## src/ttlr_pkg.sv

```systemverilog
// ============================================================================
// TTL rewriter package
// Shared types, register codes and constants for the TTL match and
// decrement rewriter.
// ============================================================================
package ttlr_pkg;

    localparam int unsigned ByteW = 8;
    localparam int unsigned PosW  = 5;
    localparam int unsigned CfgIdxW = 1;

    // Configuration register indexes.
    typedef enum logic [CfgIdxW-1:0] {
        CFG_MATCH_TTL  = 1'b0,
        CFG_LOWEST_TTL = 1'b1
    } cfg_index_t;

    localparam logic [ByteW-1:0] MATCH_TTL_RESET  = 8'd64;
    localparam logic [ByteW-1:0] LOWEST_TTL_RESET = 8'd15;

    localparam logic [15:0] TAG_ETHERTYPE  = 16'h8100;
    localparam logic [15:0] IPV4_ETHERTYPE = 16'h0800;
    localparam logic [PosW-1:0] TAG_BYTES     = 5'd4;
    localparam logic [PosW-1:0] PLAIN_IP_BASE = 5'd14;
    localparam logic [PosW-1:0] TYPE_HI_POS   = 5'd12;
    localparam logic [PosW-1:0] TYPE_LO_POS   = 5'd13;
    localparam logic [PosW-1:0] TTL_OFFSET    = 5'd8;
    localparam logic [PosW-1:0] CHECK_HI_OFFSET = 5'd10;
    localparam logic [PosW-1:0] CHECK_LO_OFFSET = 5'd11;
    localparam logic [PosW-1:0] POS_MAX       = 5'd31;
    localparam logic [16:0] TTL_STEP   = 17'h0_0100;
    localparam logic [16:0] CHECK_FOLD = 17'h0_FFFF;

    typedef struct packed {
        logic [ByteW-1:0] in_byte;
        logic             in_last;
        logic             truncated;
    } item_t;

    typedef struct packed {
        logic [ByteW-1:0] out_byte;
        logic             out_last;
        logic             forward;
    } result_t;

    // Results produced by one input word: zero, one or two of them.
    typedef struct packed {
        logic [1:0] count;
        result_t    first;
        result_t    second;
    } edit_out_t;

endpackage

```

## src/ttlr_ifs.sv

```systemverilog
// ============================================================================
// TTL rewriter channels
// Valid/ready channel interfaces for the input stream, the result stream
// and the configuration write port.
// ============================================================================
interface ttlr_in_if;
    logic       valid;
    logic       ready;
    logic [7:0] in_byte;
    logic       in_last;
    logic       truncated;

    modport source (output valid, output in_byte, output in_last, output truncated,
                    input ready);
    modport sink   (input valid, input in_byte, input in_last, input truncated,
                    output ready);
endinterface

interface ttlr_out_if;
    logic       valid;
    logic       ready;
    logic [7:0] out_byte;
    logic       out_last;
    logic       forward;

    modport source (output valid, output out_byte, output out_last, output forward,
                    input ready);
    modport sink   (input valid, input out_byte, input out_last, input forward,
                    output ready);
endinterface

interface ttlr_cfg_if;
    logic       valid;
    logic       ready;
    logic [0:0] reg_index;
    logic [7:0] wr_data;

    modport source (output valid, output reg_index, output wr_data, input ready);
    modport sink   (input valid, input reg_index, input wr_data, output ready);
endinterface

```

## src/ttl_match_decrement_rewriter_core.sv

```systemverilog
// ============================================================================
// TTL match and decrement rewriter
// Passes an Ethernet frame through byte by byte and, for a qualifying IPv4
// frame, decrements the TTL and patches the header checksum in flight.
// ============================================================================
// Usage:
//   in_ch carries one frame byte per word with its last and truncated marks.
//   out_ch returns every byte, TTL and checksum edited when the TTL equals
//   match_ttl, is at least lowest_ttl and no truncation mark came up to the
//   TTL byte. The first checksum byte yields no word and the second yields
//   two. The word with out_last high carries forward: 1 means inject the
//   edited frame, 0 means drop it.
//   cfg_ch writes match_ttl (index 0) or lowest_ttl (index 1); it is always
//   ready and is meant to be used only between frames, with the block idle.
// Timing:
//   A word is held in the input register, and its results are loaded into
//   the output register when it moves on, from where out_ch takes them. One
//   word is taken per cycle while out_ch is ready, except while the extra
//   result of the second checksum byte moves up from the spare result
//   register.
// Reset and stalls:
//   Reset empties both stages, clears all frame tracking and loads 64 and 15.
//   When out_ch stalls, the output and spare registers hold their words and
//   in_ch.ready falls once the input register is occupied; nothing is lost.
module ttl_match_decrement_rewriter_core (
    input  logic       clk,
    input  logic       rst_n,
    ttlr_in_if.sink    in_ch,
    ttlr_out_if.source out_ch,
    ttlr_cfg_if.sink   cfg_ch
);
    import ttlr_pkg::*;

    logic       cfg_wr;
    logic [7:0] match_ttl_reg;
    logic [7:0] lowest_ttl_reg;
    logic       inq_v_reg, inq_v_next;
    item_t      inq_reg;
    logic       in_acc;
    logic       advance;
    edit_out_t  res;

    // Configuration registers, written by index.
    assign cfg_ch.ready = 1'b1;
    assign cfg_wr = cfg_ch.valid && cfg_ch.ready;

    always_ff @(posedge clk or negedge rst_n)
    begin
        if (!rst_n)
        begin
            match_ttl_reg  <= MATCH_TTL_RESET;
            lowest_ttl_reg <= LOWEST_TTL_RESET;
        end
        else if (cfg_wr)
        begin
            case (cfg_index_t'(cfg_ch.reg_index))
                CFG_MATCH_TTL:  match_ttl_reg  <= cfg_ch.wr_data;
                CFG_LOWEST_TTL: lowest_ttl_reg <= cfg_ch.wr_data;
                default:        ;
            endcase
        end
    end

    // Input register: refills in the same cycle its word moves on.
    assign in_ch.ready = !inq_v_reg || advance;
    assign in_acc      = in_ch.valid && in_ch.ready;

    always_comb
    begin
        if (in_acc)
        begin
            inq_v_next = 1'b1;
        end
        else if (advance)
        begin
            inq_v_next = 1'b0;
        end
        else
        begin
            inq_v_next = inq_v_reg;
        end
    end

    always_ff @(posedge clk or negedge rst_n)
    begin
        if (!rst_n)
        begin
            inq_v_reg <= 1'b0;
        end
        else
        begin
            inq_v_reg <= inq_v_next;
        end
    end

    always_ff @(posedge clk)
    begin
        if (in_acc)
        begin
            inq_reg <= '{in_byte: in_ch.in_byte, in_last: in_ch.in_last,
                         truncated: in_ch.truncated};
        end
    end

    ttlr_edit u_edit (
        .clk        (clk),
        .rst_n      (rst_n),
        .step       (advance),
        .item       (inq_reg),
        .match_ttl  (match_ttl_reg),
        .lowest_ttl (lowest_ttl_reg),
        .res        (res)
    );

    ttlr_outbuf u_outbuf (
        .clk    (clk),
        .rst_n  (rst_n),
        .offer  (inq_v_reg),
        .res    (res),
        .take   (advance),
        .out_ch (out_ch)
    );

endmodule

```

## src/ttlr_edit.sv

```systemverilog
// ============================================================================
// TTL rewriter edit stage
// Tracks the frame layout, qualifies the TTL, edits TTL and checksum and
// forms the results of one input word.
// ============================================================================
module ttlr_edit (
    input  logic                clk,
    input  logic                rst_n,
    input  logic                step,
    input  ttlr_pkg::item_t     item,
    input  logic [7:0]          match_ttl,
    input  logic [7:0]          lowest_ttl,
    output ttlr_pkg::edit_out_t res
);
    import ttlr_pkg::*;

    logic [PosW-1:0] byte_position_reg, byte_position_next;
    logic            vlan_seen_reg, vlan_seen_next;
    logic [7:0]      type_high_byte_reg, type_high_byte_next;
    logic            is_ipv4_reg, is_ipv4_next;
    logic            ttl_passed_reg, ttl_passed_next;
    logic            truncation_seen_reg, truncation_seen_next;
    logic            edit_done_reg, edit_done_next;
    logic [7:0]      held_check_byte_reg, held_check_byte_next;

    logic [PosW-1:0] base;
    logic [15:0]     type_word;
    logic [16:0]     check_sum;
    logic [16:0]     check_fold;
    logic [7:0]      ob;
    logic            fwd;
    logic            at_check_hi;
    logic            at_check_lo;

    always_comb
    begin
        base = vlan_seen_reg ? (PLAIN_IP_BASE + TAG_BYTES) : PLAIN_IP_BASE;
        type_word = {type_high_byte_reg, item.in_byte};
        at_check_hi = is_ipv4_reg && (byte_position_reg == base + CHECK_HI_OFFSET);
        at_check_lo = is_ipv4_reg && (byte_position_reg == base + CHECK_LO_OFFSET);

        byte_position_next   = byte_position_reg;
        vlan_seen_next       = vlan_seen_reg;
        type_high_byte_next  = type_high_byte_reg;
        is_ipv4_next         = is_ipv4_reg;
        ttl_passed_next      = ttl_passed_reg;
        truncation_seen_next = truncation_seen_reg | item.truncated;
        edit_done_next       = edit_done_reg;
        held_check_byte_next = held_check_byte_reg;
        ob                   = item.in_byte;

        if (byte_position_reg == TYPE_HI_POS
            || (vlan_seen_reg && byte_position_reg == TYPE_HI_POS + TAG_BYTES))
        begin
            type_high_byte_next = item.in_byte;
        end

        if (byte_position_reg == TYPE_LO_POS)
        begin
            if (type_word == TAG_ETHERTYPE)
            begin
                vlan_seen_next = 1'b1;
            end
            else if (type_word == IPV4_ETHERTYPE)
            begin
                is_ipv4_next = 1'b1;
            end
        end
        else if (vlan_seen_reg && byte_position_reg == TYPE_LO_POS + TAG_BYTES)
        begin
            if (type_word == IPV4_ETHERTYPE)
            begin
                is_ipv4_next = 1'b1;
            end
        end

        if (is_ipv4_reg && byte_position_reg == base + TTL_OFFSET
            && item.in_byte == match_ttl && item.in_byte >= lowest_ttl
            && !truncation_seen_next)
        begin
            ttl_passed_next = 1'b1;
            ob = item.in_byte - 8'd1;
        end

        // Incremental checksum update with end-around carry.
        check_sum  = {1'b0, held_check_byte_reg, item.in_byte} + TTL_STEP;
        check_fold = (check_sum >= CHECK_FOLD) ? (check_sum + 17'd1) : check_sum;

        res = '0;
        if (at_check_hi)
        begin
            held_check_byte_next = item.in_byte;
            if (item.in_last)
            begin
                res.count = 2'd1;
                res.first = '{out_byte: item.in_byte, out_last: 1'b1, forward: 1'b0};
            end
        end
        else if (at_check_lo)
        begin
            if (ttl_passed_reg)
            begin
                edit_done_next = 1'b1;
            end
            fwd = item.in_last && ttl_passed_reg && !truncation_seen_next;
            res.count = 2'd2;
            res.first = '{out_byte: ttl_passed_reg ? check_fold[15:8] : held_check_byte_reg,
                          out_last: 1'b0, forward: 1'b0};
            res.second = '{out_byte: ttl_passed_reg ? check_fold[7:0] : item.in_byte,
                           out_last: item.in_last, forward: fwd};
        end
        else
        begin
            fwd = item.in_last && ttl_passed_reg && edit_done_reg && !truncation_seen_next;
            res.count = 2'd1;
            res.first = '{out_byte: ob, out_last: item.in_last, forward: fwd};
        end
        fwd = 1'b0;

        if (item.in_last)
        begin
            byte_position_next   = '0;
            vlan_seen_next       = 1'b0;
            type_high_byte_next  = '0;
            is_ipv4_next         = 1'b0;
            ttl_passed_next      = 1'b0;
            truncation_seen_next = 1'b0;
            edit_done_next       = 1'b0;
        end
        else if (byte_position_reg < POS_MAX)
        begin
            byte_position_next = byte_position_reg + 5'd1;
        end
    end

    always_ff @(posedge clk or negedge rst_n)
    begin
        if (!rst_n)
        begin
            byte_position_reg   <= '0;
            vlan_seen_reg       <= 1'b0;
            type_high_byte_reg  <= '0;
            is_ipv4_reg         <= 1'b0;
            ttl_passed_reg      <= 1'b0;
            truncation_seen_reg <= 1'b0;
            edit_done_reg       <= 1'b0;
        end
        else if (step)
        begin
            byte_position_reg   <= byte_position_next;
            vlan_seen_reg       <= vlan_seen_next;
            type_high_byte_reg  <= type_high_byte_next;
            is_ipv4_reg         <= is_ipv4_next;
            ttl_passed_reg      <= ttl_passed_next;
            truncation_seen_reg <= truncation_seen_next;
            edit_done_reg       <= edit_done_next;
        end
    end

    always_ff @(posedge clk)
    begin
        if (step)
        begin
            held_check_byte_reg <= held_check_byte_next;
        end
    end

    // A frame can only qualify once its IP ethertype has been recognized.
    assert property (@(posedge clk) disable iff (!rst_n)
        ttl_passed_reg |-> is_ipv4_reg)
        else $error("ttl_passed set without an IPv4 frame");

    // The checksum is only rewritten for a frame whose TTL qualified.
    assert property (@(posedge clk) disable iff (!rst_n)
        edit_done_reg |-> ttl_passed_reg)
        else $error("checksum edited for a frame that did not qualify");

endmodule

```

## src/ttlr_outbuf.sv

```systemverilog
// ============================================================================
// TTL rewriter result buffer
// Two result registers: the head drives the output channel and the spare
// holds the second result of a checksum word.
// ============================================================================
module ttlr_outbuf (
    input  logic                clk,
    input  logic                rst_n,
    input  logic                offer,
    input  ttlr_pkg::edit_out_t res,
    output logic                take,
    ttlr_out_if.source          out_ch
);
    import ttlr_pkg::*;

    logic    head_v_reg, head_v_next;
    logic    spare_v_reg, spare_v_next;
    result_t head_reg, head_next;
    result_t spare_reg, spare_next;
    logic    pop;

    always_comb
    begin
        pop  = head_v_reg && out_ch.ready;
        take = offer && !spare_v_reg && (!head_v_reg || pop);

        head_v_next  = head_v_reg && !pop;
        head_next    = head_reg;
        spare_v_next = spare_v_reg;
        spare_next   = spare_reg;

        if (spare_v_reg && pop)
        begin
            head_v_next  = 1'b1;
            head_next    = spare_reg;
            spare_v_next = 1'b0;
        end
        else if (take && res.count != 2'd0)
        begin
            head_v_next = 1'b1;
            head_next   = res.first;
            if (res.count == 2'd2)
            begin
                spare_v_next = 1'b1;
                spare_next   = res.second;
            end
        end
    end

    always_ff @(posedge clk or negedge rst_n)
    begin
        if (!rst_n)
        begin
            head_v_reg  <= 1'b0;
            spare_v_reg <= 1'b0;
        end
        else
        begin
            head_v_reg  <= head_v_next;
            spare_v_reg <= spare_v_next;
        end
    end

    always_ff @(posedge clk)
    begin
        head_reg  <= head_next;
        spare_reg <= spare_next;
    end

    assign out_ch.valid    = head_v_reg;
    assign out_ch.out_byte = head_reg.out_byte;
    assign out_ch.out_last = head_reg.out_last;
    assign out_ch.forward  = head_reg.forward;

    // The spare register is only ever filled behind a full head.
    assert property (@(posedge clk) disable iff (!rst_n)
        spare_v_reg |-> head_v_reg)
        else $error("spare result held with an empty head");

    // A held second result blocks the edit stage until it moves up.
    assert property (@(posedge clk) disable iff (!rst_n)
        spare_v_reg |-> !take)
        else $error("new word taken while a second result is pending");

endmodule

```

## src/flat_wrapper.sv

```systemverilog
// flat-port wrapper written by rule: the top's interface ports become plain ports
module ttl_match_decrement_rewriter_core_flat import ttlr_pkg::*;
  (clk, rst_n, in_ch_valid, in_ch_in_byte, in_ch_in_last, in_ch_truncated, in_ch_ready, out_ch_valid, out_ch_out_byte, out_ch_out_last, out_ch_forward, out_ch_ready, cfg_ch_valid, cfg_ch_reg_index, cfg_ch_wr_data, cfg_ch_ready);
  ttlr_in_if in_ch_i ();
  ttlr_out_if out_ch_i ();
  ttlr_cfg_if cfg_ch_i ();
  input  logic clk;
  input  logic rst_n;
  input wire logic [$bits(in_ch_i.valid)-1:0] in_ch_valid;
  input wire logic [$bits(in_ch_i.in_byte)-1:0] in_ch_in_byte;
  input wire logic [$bits(in_ch_i.in_last)-1:0] in_ch_in_last;
  input wire logic [$bits(in_ch_i.truncated)-1:0] in_ch_truncated;
  output wire logic [$bits(in_ch_i.ready)-1:0] in_ch_ready;
  output wire logic [$bits(out_ch_i.valid)-1:0] out_ch_valid;
  output wire logic [$bits(out_ch_i.out_byte)-1:0] out_ch_out_byte;
  output wire logic [$bits(out_ch_i.out_last)-1:0] out_ch_out_last;
  output wire logic [$bits(out_ch_i.forward)-1:0] out_ch_forward;
  input wire logic [$bits(out_ch_i.ready)-1:0] out_ch_ready;
  input wire logic [$bits(cfg_ch_i.valid)-1:0] cfg_ch_valid;
  input wire logic [$bits(cfg_ch_i.reg_index)-1:0] cfg_ch_reg_index;
  input wire logic [$bits(cfg_ch_i.wr_data)-1:0] cfg_ch_wr_data;
  output wire logic [$bits(cfg_ch_i.ready)-1:0] cfg_ch_ready;
  assign in_ch_i.valid = in_ch_valid;
  assign in_ch_i.in_byte = in_ch_in_byte;
  assign in_ch_i.in_last = in_ch_in_last;
  assign in_ch_i.truncated = in_ch_truncated;
  assign in_ch_ready = in_ch_i.ready;
  assign out_ch_valid = out_ch_i.valid;
  assign out_ch_out_byte = out_ch_i.out_byte;
  assign out_ch_out_last = out_ch_i.out_last;
  assign out_ch_forward = out_ch_i.forward;
  assign out_ch_i.ready = out_ch_ready;
  assign cfg_ch_i.valid = cfg_ch_valid;
  assign cfg_ch_i.reg_index = cfg_ch_reg_index;
  assign cfg_ch_i.wr_data = cfg_ch_wr_data;
  assign cfg_ch_ready = cfg_ch_i.ready;
  ttl_match_decrement_rewriter_core u_core (.clk(clk), .rst_n(rst_n), .in_ch(in_ch_i), .out_ch(out_ch_i), .cfg_ch(cfg_ch_i));
endmodule
```

## config.mk

```make
export PLATFORM = sky130hd
export DESIGN_NAME = ttl_match_decrement_rewriter_core_flat
export DESIGN_NICKNAME = d
export VERILOG_FILES = /design/src/ttlr_pkg.sv /design/src/ttlr_ifs.sv /design/src/ttl_match_decrement_rewriter_core.sv /design/src/ttlr_edit.sv /design/src/ttlr_outbuf.sv /design/src/flat_wrapper.sv
export SDC_FILE = /design/constraint.sdc
export NUM_CORES = 1
export LEC_CHECK = 0
export BUFFER_PORTS_ARGS = -buffer_cell sky130_fd_sc_hd__buf_4
export CAP_MARGIN = 20
export CORE_ASPECT_RATIO = 1.4
export CORE_MARGIN = 2
export CORE_UTILIZATION = 60
export DETAILED_ROUTE_END_ITERATION = 7
export PLACE_DENSITY = 0.84
export SLEW_MARGIN = 20
export SYNTH_ARGS = -nofsm -noshare
export SYNTH_HDL_FRONTEND = slang
export SYNTH_SLANG_ARGS = --single-unit
```

## constraint.sdc

```tcl
create_clock -name clk -period 3.2 [get_ports clk]
set_clock_uncertainty 0.15 [all_clocks]
set_input_delay 0 -clock clk [delete_from_list [all_inputs] [get_ports clk]]
set_output_delay 0 -clock clk [all_outputs]
set_load 0.02 [all_outputs]
```

==> out/metrics.cfg <==
[die]
die_width_um=76.8
die_h_um=106
ios=37
row_count=37
initial_utilization_pct=61.2
coreArea_um2=7270
design.die.area_um2=8120

[setup_path]
crit_type=reg -> reg
r2r-end=u_core.u_outbuf.out_ch.out_byte[7]$_DFFE_PP_
reg2reg_slack_ns=0.31
path_max_fanout=8
ff2ff_path_depth=9
cp.arrival_ns=2.86
startpoint_type=flip-flop
cp-end-kind=flip-flop
timing.rr.start=u_core.lowest_ttl_reg[2]$_DFFE_PN1P_
cp.required_ns=3.17

[synth]
ys_types=69
netlist_top_cells_area=edfxtp_1 (26%), dfrtp_1 (18%), ha_1 (4.8%)
syn_inst=435
syn_area_um2=4450
yosysMostFrequentCell=nor2_1
synth_flop_cell=edfxtp_1
synth_nets=476
ys_seq_area_share_pct=46.6
ys_async_sr_fraction_pct=49.3
syn-mean-instance-area_um2=10.2
ys_ff_latch=75
synth_commonest_cells=nor2_1 (54), edfxtp_1 (38), nand2_1 (33)
yosys.area.top_type=edfxtp_1
synth_edf_count=38
yosysWarnings=0
synth_top_area_share_pct=25.7

[global_route]
track_usage_pct=30.4
grt_overflow_total=0
grt_pass1_vias=3708
grt_max_degree=33
grt_pass1_wl_mm=18.8
antenna_found_initial=0

[detailed_routing]
post_drt_wl_per_cell_um=19.3
drt-total-wl_mm=11.6
num_vias=3703
drc=0
drt_first_pass_iters=6
drtIter0Drc=371
vias_per_cell=6.18
drtAntennaViolNets=0

[timing]
fmax_mhz=346
slew_headroom_pct=30.7
finalMaxSlewViolations=0
hold_slack_ns=0.0222
fin_setup_tns_ns=0
post-route-period-util_pct=90.4
hold_viol=0
setup_viol=0
layout_min_cycle_time_ns=2.89
rsz0062_at_grt=no
worst_pin_slew_ns=1.04

[power]
swShare_pct=29.1
p_switching_w=0.000662
clkPwrFrac_pct=28.1
ir_drop_v=0.000407
p_seq_share_pct=52.2
power_density_nw_per_um2=437
power_frac_comb_pct=19.7
power.leakage_nw=2.04
intPower_w=0.00161

[clocking]
cts_buffers=9
clkTransAtPathRegs_ns=0.08
worstSkewPairLatency_ns=0.36
htree_levels=3
clock_sinks=75
clockRootBuffer=clkbuf_8
cts_setup_buffers=0
tritoncts=built
clock_path_buffers=2

[final_layout]
area_growth_pct=17.0
n_fill_cell=549
drive_gt1_share_pct=19.5
nNetsFinal=538
diodes=0

[placement]
post-dp-hpwl_mm=8.20
gp_congestion=0.971
numPortBuffers=35

[min_path]
hold_end=u_core.match_ttl_reg[4]$_DFFE_PN0P_
min-delay-start=cfg_ch_reg_index
hold_class=in -> reg
holdPathStages=3

[run]
drv_cap=0

[outcome]
status=finished clean

cell type report:
type / instances / area, um^2 / area share, %
Clock buffer: 12 / 145 / 2.79
Clock inverter: 4 / 17.5 / 0.337
Inverter: 19 / 71.3 / 1.37
Multi-Input combinational cell: 318 / 2150 / 41.3
Sequential cell: 75 / 2070 / 39.9
Tap cell: 97 / 121 / 2.33
Timing Repair Buffer: 74 / 626 / 12.0
layer usage:
| metal | global-route usage [%] | routed length (um) | vias to the layer above | share of wire (%) |
|---|---|---|---|---|
| met4 | 21.7 | 697 | 0 | 6.0 |
| met1 | 34.5 | 4250 | 1772 | 37 |
| met2 | 51.1 | 5970 | 177 | 52 |
| met3 | 5.91 | 647 | 47 | 5.6 |
| met5 | 0 | 0 | - | 0 |
| li1 | - | - | 1707 | - |
power groups by stage:
stage | combinational, W | clock (W) | sequential, W
2_1_floorplan | 0.000256 | 0 | 0.00120
3_3_place_gp | 0.000391 | 0 | 0.00120
3_5_place_dp | 0.000408 | 0 | 0.00121
4_1_cts | 0.000441 | 0.000645 | 0.00119
5_1_grt | 0.000486 | 0.000693 | 0.00120
6_report | 0.000447 | 0.000639 | 0.00119
cell usage in the layout, fill, tap and decap left out, types with 6 or more instances in the layout:
| cell | instances |
|---|---|
| a21oi_1 | 15 |
| xnor2_1 | 9 |
| nand4_1 | 7 |
| clkbuf_8 | 10 |
| dlygate4sd3_1 | 23 |
| nor3_1 | 15 |
| dfrtp_1 | 32 |
| nand2b_1 | 6 |
| nand3_1 | 25 |
| and3_1 | 6 |
| mux2_2 | 17 |
| nand2_1 | 33 |
| edfxtp_1 | 38 |
| or3_1 | 6 |
| a211oi_1 | 6 |
| o21ai_0 | 12 |
| inv_1 | 19 |
| mux2i_1 | 6 |
| ha_1 | 17 |
| nor2_1 | 54 |
| xor2_1 | 14 |
| buf_4 | 50 |
stage by stage:
| stage | total power (W) | cell area, um^2 | cells | util [%] | setup WS, ns |
|---|---|---|---|---|---|
| global placement | 0.00159 | 4780 | 559 | 65.8 | 0.429 |
| global route | 0.00238 | 5200 | 599 | 71.6 | 0.0394 |
| floorplan | 0.00145 | 4450 | 435 | - | 0.423 |
| detailed placement | 0.00161 | 4780 | 559 | 65.8 | 0.355 |
| CTS | 0.00227 | 5190 | 599 | 71.5 | 0.343 |
| finish | 0.00227 | 5200 | 599 | 71.6 | 0.308 |
critical path, stage by stage, from the launching register on:
cell and delay [ns]:
dfstp_2 0.53, inv_1 0.05, ha_1 0.30, o21a_1 0.12, nor2_1 0.04, o31ai_1 0.29
nand3_1 0.28, o41ai_1 0.41, nand3_1 0.16, a221o_1 0.33
worst max-delay path by stage:
stage / from / depth (start not counted) / end
6_report: u_core.lowest_ttl_reg[2]$_DFFE_PN1P_ / 9 / u_core.u_outbuf.out_ch.out_byte[7]$_DFFE_PP_
3_3_place_gp: u_core.u_edit.byte_position_reg[0]$_DFFE_PN0P_ / 9 / u_core.u_outbuf.out_ch.out_byte[1]$_DFFE_PP_
3_5_place_dp: u_core.lowest_ttl_reg[2]$_DFFE_PN1P_ / 9 / u_core.u_outbuf.out_ch.out_byte[7]$_DFFE_PP_
2_1_floorplan: u_core.inq_reg[2]$_DFFE_PP_ / 10 / u_core.u_outbuf.out_ch.out_byte[3]$_DFFE_PP_
4_1_cts: u_core.lowest_ttl_reg[2]$_DFFE_PN1P_ / 9 / u_core.u_outbuf.out_ch.out_byte[7]$_DFFE_PP_
5_1_grt: u_core.inq_reg[2]$_DFFE_PP_ / 9 / u_core.u_outbuf.out_ch.out_byte[7]$_DFFE_PP_
what timing repair did:
| item | in CTS | in global routing |
|---|---|---|
| endpoints found under the setup margin | 0 | 1 |
| resized for setup | 0 | 1 |
| hold buffers | 24 | 0 |
| endpoints found under the hold margin | 65 | 0 |
logic make-up after synthesis:
family	count (synthesis)	synth area share (%)
simple gates	181	21.0
xor+xnor	23	4.53
other cells	1	0.0844
fa+ha+maj	17	4.78
buf+inv	42	5.21
flops	75	46.6
compound gates	73	12.1
mux	23	5.66
Note: power is estimated with default switching activity, not from simulation.
